## src/rtl/gprp_pkg.sv

```systemverilog
// Package for the gate pattern recorder and player.
// Holds fixed field widths, limits and the result type; no dependencies.
package gprp_pkg;

  // Field and counter widths fixed by the item format
  localparam int unsigned DUR_W    = 16;
  localparam int unsigned SPEED_W  = 3;
  localparam int unsigned ELAP_W   = 19;
  localparam int unsigned HOLD_W   = 16;
  localparam int unsigned COUNT_W  = 8;

  // Saturation limits and reset values
  localparam logic [DUR_W-1:0]   DUR_MAX        = 16'hFFFF;
  localparam logic [HOLD_W-1:0]  HOLD_MAX       = 16'hFFFF;
  localparam logic [HOLD_W-1:0]  ERASE_HOLD_RST = 16'd3000;

  // Usable speed range
  localparam logic [SPEED_W-1:0] SPEED_MIN = 3'd1;
  localparam logic [SPEED_W-1:0] SPEED_MAX = 3'd5;

  // One result item
  typedef struct packed {
    logic               gate;
    logic               recording;
    logic               playing;
    logic [COUNT_W-1:0] stored_count;
  } result_t;

endpackage

```

## src/rtl/gprp_in_if.sv

```systemverilog
// Input channel of the gate pattern recorder: valid/ready plus one tick's payload.
// Depends on gprp_pkg for field widths.
interface gprp_in_if;
  import gprp_pkg::*;

  logic               valid;
  logic               ready;
  logic               pattern_button;
  logic               record_button;
  logic               utility_button;
  logic [SPEED_W-1:0] speed_factor;

  modport source (output valid, output pattern_button, output record_button,
                  output utility_button, output speed_factor, input ready);
  modport sink   (input valid, input pattern_button, input record_button,
                  input utility_button, input speed_factor, output ready);
endinterface

```

## src/rtl/gprp_out_if.sv

```systemverilog
// Result channel of the gate pattern recorder: valid/ready plus one result payload.
// Depends on gprp_pkg for field widths.
interface gprp_out_if;
  import gprp_pkg::*;

  logic               valid;
  logic               ready;
  logic               gate;
  logic               recording;
  logic               playing;
  logic [COUNT_W-1:0] stored_count;

  modport source (output valid, output gate, output recording, output playing,
                  output stored_count, input ready);
  modport sink   (input valid, input gate, input recording, input playing,
                  input stored_count, output ready);
endinterface

```

## src/rtl/gprp_ram.sv

```systemverilog
// Generic single-write, single-read RAM with registered read data.
// No dependencies.
module gprp_ram #(
  parameter int unsigned WIDTH = 16,
  parameter int unsigned DEPTH = 128
) (
  input  logic                     clk,
  input  logic                     we,
  input  logic [$clog2(DEPTH)-1:0] waddr,
  input  logic [WIDTH-1:0]         wdata,
  input  logic [$clog2(DEPTH)-1:0] raddr,
  output logic [WIDTH-1:0]         rdata
);

  logic [WIDTH-1:0] mem [DEPTH];

  // Write port
  always_ff @(posedge clk) begin
    if (we) begin
      mem[waddr] <= wdata;
    end
  end

  // Registered read port
  always_ff @(posedge clk) begin
    rdata <= mem[raddr];
  end

endmodule

```

## src/rtl/gate_pattern_recorder_player.sv

```systemverilog
// Gate pattern recorder and player, top level; uses gprp_pkg, gprp_in_if,
// gprp_out_if and gprp_ram. Each input transaction is one millisecond tick and
// yields exactly one result transaction. The block takes one transaction per
// clock cycle while in_ch.ready is high and registers each result; a two-entry
// output stage (output register plus skid register) keeps input accepting while
// a result waits, so in_ch.ready drops only when both entries are full. The
// duration store is a registered-read RAM whose read address follows the next
// play position, so the duration for the coming tick is already in the read
// register when that tick arrives. While record is held, the time between
// pattern button edges is stored (saturating at 65535, up to PATTERN_DEPTH
// entries); afterwards the pattern loops, each duration stretched by the speed
// factor (0 taken as 1, 6 and 7 as 5), with the live pattern button ORed into the
// gate. Holding utility past cfg-set erase_hold_ms ticks during playback erases
// the pattern. stored_count carries the low 8 bits of the stored length.
module gate_pattern_recorder_player #(
  parameter int unsigned PATTERN_DEPTH = 128
) (
  input  logic                   clk,
  input  logic                   rst_n,
  gprp_in_if.sink                in_ch,
  gprp_out_if.source             out_ch,
  input  logic                   cfg_wr_en,
  input  logic [gprp_pkg::HOLD_W-1:0] cfg_wr_data
);
  import gprp_pkg::*;

  localparam int unsigned AW    = $clog2(PATTERN_DEPTH);
  localparam int unsigned LEN_W = $clog2(PATTERN_DEPTH + 1);
  localparam logic [LEN_W-1:0] DEPTH_L = LEN_W'(PATTERN_DEPTH);

  // Configuration
  logic [HOLD_W-1:0] erase_hold_r;

  // Control state
  logic [LEN_W-1:0]  len_r, len_nxt;
  logic [AW-1:0]     pos_r, pos_nxt;
  logic [ELAP_W-1:0] elapsed_r, elapsed_nxt;
  logic              gate_lvl_r, gate_lvl_nxt;
  logic              start_lvl_r, start_lvl_nxt;
  logic              last_pat_r, last_pat_nxt;
  logic              rec_act_r, rec_act_nxt;
  logic              play_act_r, play_act_nxt;
  logic              play_started_r, play_started_nxt;
  logic [HOLD_W-1:0] hold_r, hold_nxt;

  // Output stage
  logic    out_valid_r, skid_valid_r;
  result_t out_r, skid_r;
  result_t res;

  // Store access
  logic              st_we;
  logic [AW-1:0]     st_waddr;
  logic [DUR_W-1:0]  st_wdata;
  logic [AW-1:0]     st_raddr;
  logic [DUR_W-1:0]  st_rdata;

  // Datapath helpers
  logic              in_fire;
  logic              pat, rec, util;
  logic [SPEED_W-1:0] speed_eff;
  logic [ELAP_W-1:0] dur_scaled;
  logic [ELAP_W-1:0] elapsed_inc;
  logic [ELAP_W-1:0] rec_elapsed;
  logic [LEN_W-1:0]  pos_inc;

  assign in_ch.ready = !skid_valid_r;
  assign in_fire     = in_ch.valid && in_ch.ready;

  assign pat  = in_ch.pattern_button;
  assign rec  = in_ch.record_button;
  assign util = in_ch.utility_button;

  // Clamp speed into its usable range
  always_comb begin
    if (in_ch.speed_factor < SPEED_MIN) begin
      speed_eff = SPEED_MIN;
    end else if (in_ch.speed_factor > SPEED_MAX) begin
      speed_eff = SPEED_MAX;
    end else begin
      speed_eff = in_ch.speed_factor;
    end
  end

  // Stretched duration of the current pattern step
  assign dur_scaled  = ELAP_W'(st_rdata) * ELAP_W'(speed_eff);
  assign elapsed_inc = elapsed_r + ELAP_W'(1);
  assign rec_elapsed = (elapsed_r < ELAP_W'(DUR_MAX)) ? elapsed_inc : elapsed_r;
  assign pos_inc     = LEN_W'(pos_r) + LEN_W'(1);

  // Per-tick next state
  always_comb begin
    len_nxt          = len_r;
    pos_nxt          = pos_r;
    elapsed_nxt      = elapsed_r;
    gate_lvl_nxt     = gate_lvl_r;
    start_lvl_nxt    = start_lvl_r;
    last_pat_nxt     = last_pat_r;
    rec_act_nxt      = rec_act_r;
    play_act_nxt     = play_act_r;
    play_started_nxt = play_started_r;
    hold_nxt         = hold_r;
    st_we            = 1'b0;
    st_waddr         = len_r[AW-1:0];
    st_wdata         = rec_elapsed[DUR_W-1:0];
    res.gate         = pat;

    if (rec_act_r) begin
      // Recording: time each pattern edge
      elapsed_nxt = rec_elapsed;
      if (pat != last_pat_r) begin
        if (len_r < DEPTH_L) begin
          st_we   = 1'b1;
          len_nxt = len_r + LEN_W'(1);
        end
        elapsed_nxt = '0;
      end
      last_pat_nxt = pat;
      if (!pat && !rec) begin
        rec_act_nxt      = 1'b0;
        play_act_nxt     = (len_nxt != '0);
        play_started_nxt = 1'b0;
        elapsed_nxt      = '0;
        hold_nxt         = '0;
      end
    end else if (rec) begin
      // Start of a new recording
      rec_act_nxt      = 1'b1;
      start_lvl_nxt    = pat;
      last_pat_nxt     = pat;
      elapsed_nxt      = '0;
      len_nxt          = '0;
      pos_nxt          = '0;
      play_act_nxt     = 1'b0;
      play_started_nxt = 1'b0;
      hold_nxt         = '0;
    end else begin
      if (play_act_r) begin
        // Playback step
        if (!play_started_r) begin
          gate_lvl_nxt     = start_lvl_r;
          pos_nxt          = '0;
          elapsed_nxt      = '0;
          play_started_nxt = 1'b1;
        end else if (elapsed_inc >= dur_scaled) begin
          gate_lvl_nxt = !gate_lvl_r;
          elapsed_nxt  = '0;
          pos_nxt      = (pos_inc >= len_r) ? '0 : pos_inc[AW-1:0];
        end else begin
          elapsed_nxt = elapsed_inc;
        end
        // Erase hold counter
        if (util) begin
          if (hold_r >= erase_hold_r) begin
            len_nxt          = '0;
            pos_nxt          = '0;
            play_act_nxt     = 1'b0;
            play_started_nxt = 1'b0;
            elapsed_nxt      = '0;
            gate_lvl_nxt     = 1'b0;
            hold_nxt         = '0;
          end else if (hold_r < HOLD_MAX) begin
            hold_nxt = hold_r + HOLD_W'(1);
          end
        end else begin
          hold_nxt = '0;
        end
      end else begin
        hold_nxt = '0;
      end
      res.gate = play_act_nxt ? (gate_lvl_nxt | pat) : pat;
    end

    res.recording    = rec_act_nxt;
    res.playing      = play_act_nxt;
    res.stored_count = COUNT_W'(len_nxt);
  end

  // Read the duration for the position the next tick will use
  assign st_raddr = in_fire ? pos_nxt : pos_r;

  gprp_ram #(
    .WIDTH (DUR_W),
    .DEPTH (PATTERN_DEPTH)
  ) u_store (
    .clk   (clk),
    .we    (in_fire && st_we),
    .waddr (st_waddr),
    .wdata (st_wdata),
    .raddr (st_raddr),
    .rdata (st_rdata)
  );

  // Configuration register
  always_ff @(posedge clk) begin
    if (!rst_n) begin
      erase_hold_r <= ERASE_HOLD_RST;
    end else if (cfg_wr_en) begin
      erase_hold_r <= cfg_wr_data;
    end
  end

  // State update on each accepted transaction
  always_ff @(posedge clk) begin
    if (!rst_n) begin
      len_r          <= '0;
      pos_r          <= '0;
      elapsed_r      <= '0;
      gate_lvl_r     <= 1'b1;
      start_lvl_r    <= 1'b0;
      last_pat_r     <= 1'b0;
      rec_act_r      <= 1'b0;
      play_act_r     <= 1'b0;
      play_started_r <= 1'b0;
      hold_r         <= '0;
    end else if (in_fire) begin
      len_r          <= len_nxt;
      pos_r          <= pos_nxt;
      elapsed_r      <= elapsed_nxt;
      gate_lvl_r     <= gate_lvl_nxt;
      start_lvl_r    <= start_lvl_nxt;
      last_pat_r     <= last_pat_nxt;
      rec_act_r      <= rec_act_nxt;
      play_act_r     <= play_act_nxt;
      play_started_r <= play_started_nxt;
      hold_r         <= hold_nxt;
    end
  end

  // Output register with skid entry
  always_ff @(posedge clk) begin
    if (!rst_n) begin
      out_valid_r  <= 1'b0;
      skid_valid_r <= 1'b0;
    end else if (in_fire) begin
      if (out_valid_r && !out_ch.ready) begin
        skid_valid_r <= 1'b1;
      end else begin
        out_valid_r <= 1'b1;
      end
    end else if (out_ch.ready) begin
      if (skid_valid_r) begin
        skid_valid_r <= 1'b0;
      end else begin
        out_valid_r <= 1'b0;
      end
    end
  end

  // Payload moves
  always_ff @(posedge clk) begin
    if (in_fire) begin
      if (out_valid_r && !out_ch.ready) begin
        skid_r <= res;
      end else begin
        out_r <= res;
      end
    end else if (out_ch.ready && skid_valid_r) begin
      out_r <= skid_r;
    end
  end

  assign out_ch.valid        = out_valid_r;
  assign out_ch.gate         = out_r.gate;
  assign out_ch.recording    = out_r.recording;
  assign out_ch.playing      = out_r.playing;
  assign out_ch.stored_count = out_r.stored_count;

endmodule

```

## src/flat_wrapper.sv

```systemverilog
// flat-port wrapper written by rule: the top's interface ports become plain ports
module gate_pattern_recorder_player_flat import gprp_pkg::*;
#(
  parameter int unsigned PATTERN_DEPTH = 128
)
  (clk, rst_n, cfg_wr_en, cfg_wr_data, in_ch_valid, in_ch_pattern_button, in_ch_record_button, in_ch_utility_button, in_ch_speed_factor, in_ch_ready, out_ch_valid, out_ch_gate, out_ch_recording, out_ch_playing, out_ch_stored_count, out_ch_ready);
  gprp_in_if in_ch_i ();
  gprp_out_if out_ch_i ();
  input  logic clk;
  input  logic rst_n;
  input  logic cfg_wr_en;
  input  logic [gprp_pkg::HOLD_W-1:0] cfg_wr_data;
  input wire logic [$bits(in_ch_i.valid)-1:0] in_ch_valid;
  input wire logic [$bits(in_ch_i.pattern_button)-1:0] in_ch_pattern_button;
  input wire logic [$bits(in_ch_i.record_button)-1:0] in_ch_record_button;
  input wire logic [$bits(in_ch_i.utility_button)-1:0] in_ch_utility_button;
  input wire logic [$bits(in_ch_i.speed_factor)-1:0] in_ch_speed_factor;
  output wire logic [$bits(in_ch_i.ready)-1:0] in_ch_ready;
  output wire logic [$bits(out_ch_i.valid)-1:0] out_ch_valid;
  output wire logic [$bits(out_ch_i.gate)-1:0] out_ch_gate;
  output wire logic [$bits(out_ch_i.recording)-1:0] out_ch_recording;
  output wire logic [$bits(out_ch_i.playing)-1:0] out_ch_playing;
  output wire logic [$bits(out_ch_i.stored_count)-1:0] out_ch_stored_count;
  input wire logic [$bits(out_ch_i.ready)-1:0] out_ch_ready;
  assign in_ch_i.valid = in_ch_valid;
  assign in_ch_i.pattern_button = in_ch_pattern_button;
  assign in_ch_i.record_button = in_ch_record_button;
  assign in_ch_i.utility_button = in_ch_utility_button;
  assign in_ch_i.speed_factor = in_ch_speed_factor;
  assign in_ch_ready = in_ch_i.ready;
  assign out_ch_valid = out_ch_i.valid;
  assign out_ch_gate = out_ch_i.gate;
  assign out_ch_recording = out_ch_i.recording;
  assign out_ch_playing = out_ch_i.playing;
  assign out_ch_stored_count = out_ch_i.stored_count;
  assign out_ch_i.ready = out_ch_ready;
  gate_pattern_recorder_player #(.PATTERN_DEPTH(PATTERN_DEPTH)) u_core (.clk(clk), .rst_n(rst_n), .in_ch(in_ch_i), .out_ch(out_ch_i), .cfg_wr_en(cfg_wr_en), .cfg_wr_data(cfg_wr_data));
endmodule
```

## config.mk

```make
export PLATFORM = sky130hd
export DESIGN_NAME = gate_pattern_recorder_player_flat
export DESIGN_NICKNAME = d
export VERILOG_FILES = /design/src/rtl/gprp_pkg.sv /design/src/rtl/gprp_in_if.sv /design/src/rtl/gprp_out_if.sv /design/src/rtl/gprp_ram.sv /design/src/rtl/gate_pattern_recorder_player.sv /design/src/flat_wrapper.sv
export SDC_FILE = /design/constraint.sdc
export NUM_CORES = 2
export LEC_CHECK = 0
export BUFFER_PORTS_ARGS = -buffer_cell sky130_fd_sc_hd__buf_2
export CAP_MARGIN = 20
export CORE_ASPECT_RATIO = 1.25
export CORE_MARGIN = 2
export CORE_UTILIZATION = 61
export CTS_CLUSTER_DIAMETER = 150
export DETAILED_ROUTE_END_ITERATION = 12
export PLACE_DENSITY = 0.77
export SYNTH_ARGS = -nofsm -noshare
export SYNTH_HDL_FRONTEND = slang
export SYNTH_HIERARCHICAL = 1
export SYNTH_SLANG_ARGS = --single-unit
```

## constraint.sdc

```tcl
create_clock -name clk -period 22 [get_ports clk]
set_input_delay 2.2 -clock clk [delete_from_list [all_inputs] [get_ports clk]]
set_output_delay 2.2 -clock clk [all_outputs]
set_load 0.005 [all_outputs]
```

# Yosys cells after proc, flatten, opt, wreduce, memory -nomap -nowiden
# Memory sizes are Yosys's and may differ from the RTL's. A register that Yosys moved wholly into a read port is not among the register bits.
# Cells that the tools add are included.
# word_totals
ram_bits	2048
mem_count	1
output_inout_bits	13
elab_cells	150
rom_bits	0
latch_bits	0
register_bits	96
# memory_table
name	words	word_bits	read_ports	rd_ports_with_merged_regs	wr	line_no	rtl
u_core.u_store.mem	128	16	1	1	1	gprp_ram.sv:15	logic [WIDTH-1:0] mem [DEPTH];
# op_classes
addsub	4
n_bitwise	3
mul	1
n_eq_ne	7
magnitude_cmp	8
n_div	0
n_reduce_logical	26
muxes	78
shift	0
# op_table
cell	count
2-to-1 mux 19 bit	10
2-to-1 mux 16 bit	7
2-to-1 mux 8 bit	8
2-to-1 mux 7 bit	9
2-to-1 mux 1 bit	39
2-to-1 mux 11 bit	3
adder 19 x 1 -> 19 bit (second input constant)	1
>= comparator 19 bit	1
less-than comparator 19 x 16 -> 1 bit (second input constant)	1
multiplier 16 x 3 -> 19 bit	1
AND reduction 3 bit	6
adder 16 x 1 -> 16 bit (second input constant)	1
>= comparator 16 bit	1
less-than comparator 16 bit (second input constant)	1
AND reduction 2 bit	5
adder 7 x 1 -> 8 bit (second input constant)	1
adder 8 x 1 -> 8 bit (second input constant)	1
>= comparator 8 bit	1
less-than comparator 8 bit (second input constant)	1
inequality test 2 bit (second input constant)	4
nonzero test 8 bit	1
2-to-1 mux 3 bit	2
inequality test 6 x 5 -> 1 bit (second input constant)	1
nonzero test 2 bit	3
9 further kinds	18

# Logic depth before layout (Yosys ltp)
# logic_depth
word_depth	18
depth_mapped	33
ltp_nobuf	28

# Modules after synthesis
# The synthesis kept the hierarchy.
# by_module_without_submodules
mod	seq_area_each_um2	cells_per_inst	area_each_um2	n_inst
gprp_ram	61819.3	3086	78522.8	1
gate_pattern_recorder_player	2142.1	922	7443.4	1

# Least setup slack after synthesis
# Ideal clock, no wire load.
# synth_path
path_kind	input to register
startpoint	in in_ch_speed_factor[2]
endpoint	reg u_core.u_store.rdata[0], read port of u_core.u_store.mem
setup_time_ns	0.121
stages	29
path_buffers	5
path_slack_ns	12.487
arrival_ns	9.392
path_cell_list	clkbuf_1 nor2b_1 clkbuf_1 o21bai_1 clkbuf_1 nand2_1 fa_1 inv_1 ha_1 o21ai_0 o21ai_0 a41oi_1 o21bai_1 a31oi_1 o21bai_1 a21oi_1 xor2_1 ha_1 a21oi_1 a21boi_0 a211o_1 nor4b_1 or2_2 a22o_1 clkbuf_1 buf_1 mux4_2 mux4_2 mux2_2
# synth_via
elab_chain_len	13
elab_cells_between_ends	14
# synth_rtl
element	line_no	rtl
start, declared	flat_wrapper.sv:17	input wire logic [$bits(in_ch_i.speed_factor)-1:0] in_ch_speed_factor;
greater-than comparator 3 bit	gate_pattern_recorder_player.sv:78	end else if (in_ch.speed_factor > SPEED_MAX) begin
2-to-1 mux 3 bit	gate_pattern_recorder_player.sv:78	
2-to-1 mux 3 bit *	gate_pattern_recorder_player.sv:76	if (in_ch.speed_factor < SPEED_MIN) begin
multiplier 16 x 3 -> 19 bit *	gate_pattern_recorder_player.sv:86	assign dur_scaled = ELAP_W'(st_rdata) * ELAP_W'(speed_eff);
>= comparator 19 bit *	gate_pattern_recorder_player.sv:145	end else if (elapsed_inc >= dur_scaled) begin
2-to-1 mux 7 bit *	gate_pattern_recorder_player.sv:145	
2-to-1 mux 7 bit *	gate_pattern_recorder_player.sv:140	if (!play_started_r) begin
2-to-1 mux 7 bit	gate_pattern_recorder_player.sv:154	if (hold_r >= erase_hold_r) begin
2-to-1 mux 7 bit *	gate_pattern_recorder_player.sv:153	if (util) begin
2-to-1 mux 7 bit *	gate_pattern_recorder_player.sv:138	if (play_act_r) begin
2-to-1 mux 7 bit *	gate_pattern_recorder_player.sv:126	end else if (rec) begin
2-to-1 mux 7 bit *	gate_pattern_recorder_player.sv:108	if (rec_act_r) begin
2-to-1 mux 7 bit *	gate_pattern_recorder_player.sv:180	assign st_raddr = in_fire ? pos_nxt : pos_r;
via u_core.st_raddr[1]	gate_pattern_recorder_player.sv:55	logic [AW-1:0] st_raddr;
end, declared	gprp_ram.sv:12	output logic [WIDTH-1:0] rdata
# The timed path passes the listed nets; every way through them passes the cells marked *.
# A chain may end at the register's enable or synchronous reset.

# Worst setup path in the final report
# layout_path
startpoint	in in_ch_speed_factor[2]
endpoint	reg u_core.u_store.rdata[8], read port of u_core.u_store.mem
# The elaborated chain is that of the path after synthesis.

==> out/qor_table.md <==
| Step | Parameter | Reported |
|:---|:---|:---|
| timing | Final number of hold-violating endpoints | 0 |
| timing | Least-Margin Pin Slew | 1.11 ns |
| placed design | Number of buffers added on ports | 39 |
| final layout | Post-layout instance area | 95900 sq um |
| clock network | Root buffer cell | clkbuf_16 |
| drt | Wire length reported by the detailed router | 221000 um |
| yosys | Post-synthesis instance area | 86000 sq um |
| clock network | H-tree levels | 4 |
| die | Y dimension of the die | 424 um |
| drt | Final routed DRC violation total | 0 |
| worst setup path | Kind of start point of the critical path | input pin |
| timing | Post-Route Skew | 0.0273 ns |
| clock network | Clock insertion delay at the later pin of the skew report | 0.84 ns |
| hold path | Kind of path behind the tightest hold check | flip-flop to flip-flop |
| worst setup path | Critical Path Sink Type | flip-flop |
| final layout | Fill cell count | 8113 |
| worst setup path | Critical Setup Path Class | input pin to flip-flop |
| clock network | Total clock sinks | 2160 |
| timing | Worst hold slack | 0.455 ns |
| yosys | Count of flip-flops with a built-in enable after synthesis | 2070 |
| status | Run status | complete, no violations |
| die | Number of rows created at floorplan | 154 |
| drt | Routed Antenna Nets | 0 |
| yosys | Async SR Flop Fraction | 0% |
| worst setup path | Start point of the critical path | in_ch_speed_factor[2] |
| timing | Pins over their slew limit | 0 |
| yosys | Cell type with the largest total area after synthesis | edfxtp_1 |
| clock network | Total setup buffers inserted after CTS | 0 |
| final layout | Final net count | 4338 |
| die | IO Count | 40 |
| yosys | Library cell with the highest instance count after synthesis | edfxtp_1 |
| timing | Min setup slack post-route | 9.72 ns |
| worst setup path | R2r setup slk | 12.30 ns |
| clock network | Total of cells resized after clock tree synthesis | 0 |
| timing | Period minus WS final | 12.28 ns |
| clock network | Maximum buffer depth of the clock tree | 3 |
| yosys | Portion of the post-synthesis area used by sequential elements | 74.4% |
| die | Core Footprint | 140000 sq um |
| placed design | Worst slack after detailed placement | 8.99 ns |
| yosys | #FFs+latches synth | 2160 |
| worst setup path | Worst r2r dst | u_core/u_store/rdata[8] |
| pwr | Leakage | 30.3 nW |
| yosys | Synth top cells by count | 2070 x edfxtp_1, 672 x mux4_2, 199 x nor2_1 |
| clock network | CTS tree | done |
| timing | Timing-limited maximum frequency | 0.0814 GHz |
| drt | Routed wirelength normalized by instance count | 35.2 um |
| global routing | Global-route wire length before repair | 315000 um |
| global routing | Initial antenna violation count | 5 |
| pwr | Total power | 7.98 mW |
| drt | Router iterations before antenna repair | 6 |
| global routing | Total gr overflow | 0 |
| hold path | Critical hold path startpoint | u_core/start_lvl_r |
| clock network | CTS clock-pin slew for the worst setup and hold paths | 0.06 ns |
| placed design | Cell area reported after detailed placement | 89400 sq um |
| worst setup path | Count of buffering cells on the critical path with inverters included | 4 |
| drt | Vias post-DR | 43.5k |
| worst setup path | CP Data Required Time | 22.71 ns |
| global routing | Overall Global Routing Usage | 31.1% |
| timing | Portion of the clock cycle consumed by the worst path in the final layout | 55.8% |
| job | Max Cap Violations | 0 |
| placed design | HPWL after detailed placement | 119000 um |
| die | Total Die Area | 144000 sq um |
| hold path | Worst hold path depth | 2 |
| yosys | Number of warnings issued by yosys | 6 |
| timing | RSZ-0062 raised after global routing | false |
| drt | Number of DRC violations after detailed-routing iteration 0 | 6428 |
| yosys | Number of distinct library cell variants in the gate-level netlist after synthesis | 78 |
| worst setup path | Highest fanout seen on the critical path | 115 |
| placed design | Final GP Congestion | 0.914 |
| worst setup path | Startpoint of the worst-slack reg-to-reg timing path | u_core/u_store/rdata[1] |
| pwr | Pwr per Cell Area | 83.2 nW/um^2 |
| pwr | Peak supply drop | 0.0000876 V |
| hold path | Endpoint with the worst hold slack | u_core/start_lvl_r |
| placed design | Post-Place Cells | 5908 |
| worst setup path | Signal arrival time at the worst endpoint | 12.99 ns |
| final layout | Post-route core utilization | 68.3% |
| drt | Number of vias per cell | 6.94 |
| final layout | Final std cells w/o fill | 6273 |
| clock network | CTS Hold Bufs | 0 |
| worst setup path | Cell with the largest stage delay on the worst path | nor2b_1 |
| worst setup path | Max stage delay on crit path | 0.87 ns |
| yosys | Average size of a mapped cell | 21.4 sq um |
| yosys | Post-synthesis instance total | 4008 |
| worst setup path | Top delay family on crit path | compound AO/OA/AOI/OAI gates |
| die | Die X | 340 um |
| timing | Final setup viols | 0 |
| global routing | Number of global-route vias before repair | 44.1k |
| yosys | Total nets after synthesis | 4115 |
| final layout | Area growth from synthesis to final layout | 11.6% |
| clock network | TritonCTS buffer count | 191 |
| final layout | Ratio of cells with drive above 1 in the final layout | 28.6% |
| timing | Rel. slew slack | 26.3% |
| timing | Accumulated negative setup slack | 0 ns |
| worst setup path | R2r worst-path depth | 26 |
| yosys | Cell types occupying the most area after synthesis | edfxtp_1 72%, mux4_2 18%, dfxtp_1 2.1%, ha_1 0.95%, nor2_1 0.87% |
| yosys | Most frequently used flop master after synthesis | edfxtp_1 |
| die | Initial core utilization | 61.2% |
| global routing | Maximum number of pins on one net before global-route repair | 136 |
| yosys | Post-synth top area share | 72.3% |
## layout make-up
class	instances	area (sq um)	share of cell area (%)
clock inverters	117	1380	1.44
clock buffers	241	5050	5.26
repair buffers	238	1790	1.86
multi-input cells	1568	21100	22.0
diodes	5	12.5	0.0130
well taps	1872	2340	2.44
inverters	72	270	0.282
flip-flops and latches	2160	64000	66.7
## state kept, by name (all words and copies together), names as in the netlist, 7 cells and up
register and cells:
u_core/len_r 8, u_core/hold_r 16, u_core/u_store/rdata 16, u_core/out_ch.stored_count 8
u_core/erase_hold_r 16, u_core/pos_r 7, u_core/u_store/mem 2048, u_core/elapsed_r 19
u_core/skid_r 11
## cell families (layout without fill, tap and decap cells)
logic type / Yosys count / after routing / synth area share, %
XOR/XNOR: 66 / 66 / 0.672
AND/OR/NAND/NOR: 491 / 491 / 2.58
multiplexers: 699 / 699 / 17.9
other: 0 / 5 / 0
AO/OA/AOI/OAI: 232 / 232 / 1.75
adder cells (fa/ha/maj): 80 / 80 / 1.30
flip-flops: 2160 / 2160 / 74.4
buffers and inverters: 280 / 668 / 1.35
## tightest hold or removal path, cell delays in order (launching register included)
cell and delay [ns]:
dfxtp_1 0.30, nand2_1 0.05, a21oi_1 0.05
## metal layers
layer / track usage [%] / share of wire (%) / vias to the layer above
li1: - / - / 17121
met1: 40.2 / 33 / 22586
met2: 51.6 / 50 / 3192
met3: 6.60 / 11 / 611
met4: 13.9 / 5.2 / 4
met5: 0 / 0.012 / -
## worst max path at each step
stage / depth (start not counted) / endpoint
after global placement: 28 / u_core/u_store/rdata[1]
after CTS: 28 / u_core/u_store/rdata[8]
after global routing: 28 / u_core/u_store/rdata[8]
after detailed placement: 28 / u_core/u_store/rdata[1]
final: 28 / u_core/u_store/rdata[8]
after floorplan: 29 / u_core/u_store/rdata[0]
## placed cells by master, fill, tap and decap left out, types with 11 or more instances in the layout
cell and count:
nor2b_1 14, mux4_2 672, edfxtp_1 2070, fa_1 15, bufinv_16 24, mux2_2 17
buf_2 39, nand2_1 127, ha_1 65, and3_1 16, clkinv_2 29, inv_1 72
nor3_2 11, a21oi_1 62, a211oi_1 12, buf_4 191, clkinv_1 36, xnor2_1 31
nor2_1 199, nand3_1 46, dfxtp_1 90, clkbuf_1 43, o21ai_0 60, clkbuf_16 192
xor2_1 22, and2_1 16, o211ai_1 16
## report_power, final
group | switching, mW | internal [mW]
combinational | 0.0579 | 0.0242
sequential | 0.00732 | 4.45
clock | 1.51 | 1.92
total | 1.58 | 6.40
(Power assumes the default switching activity.)
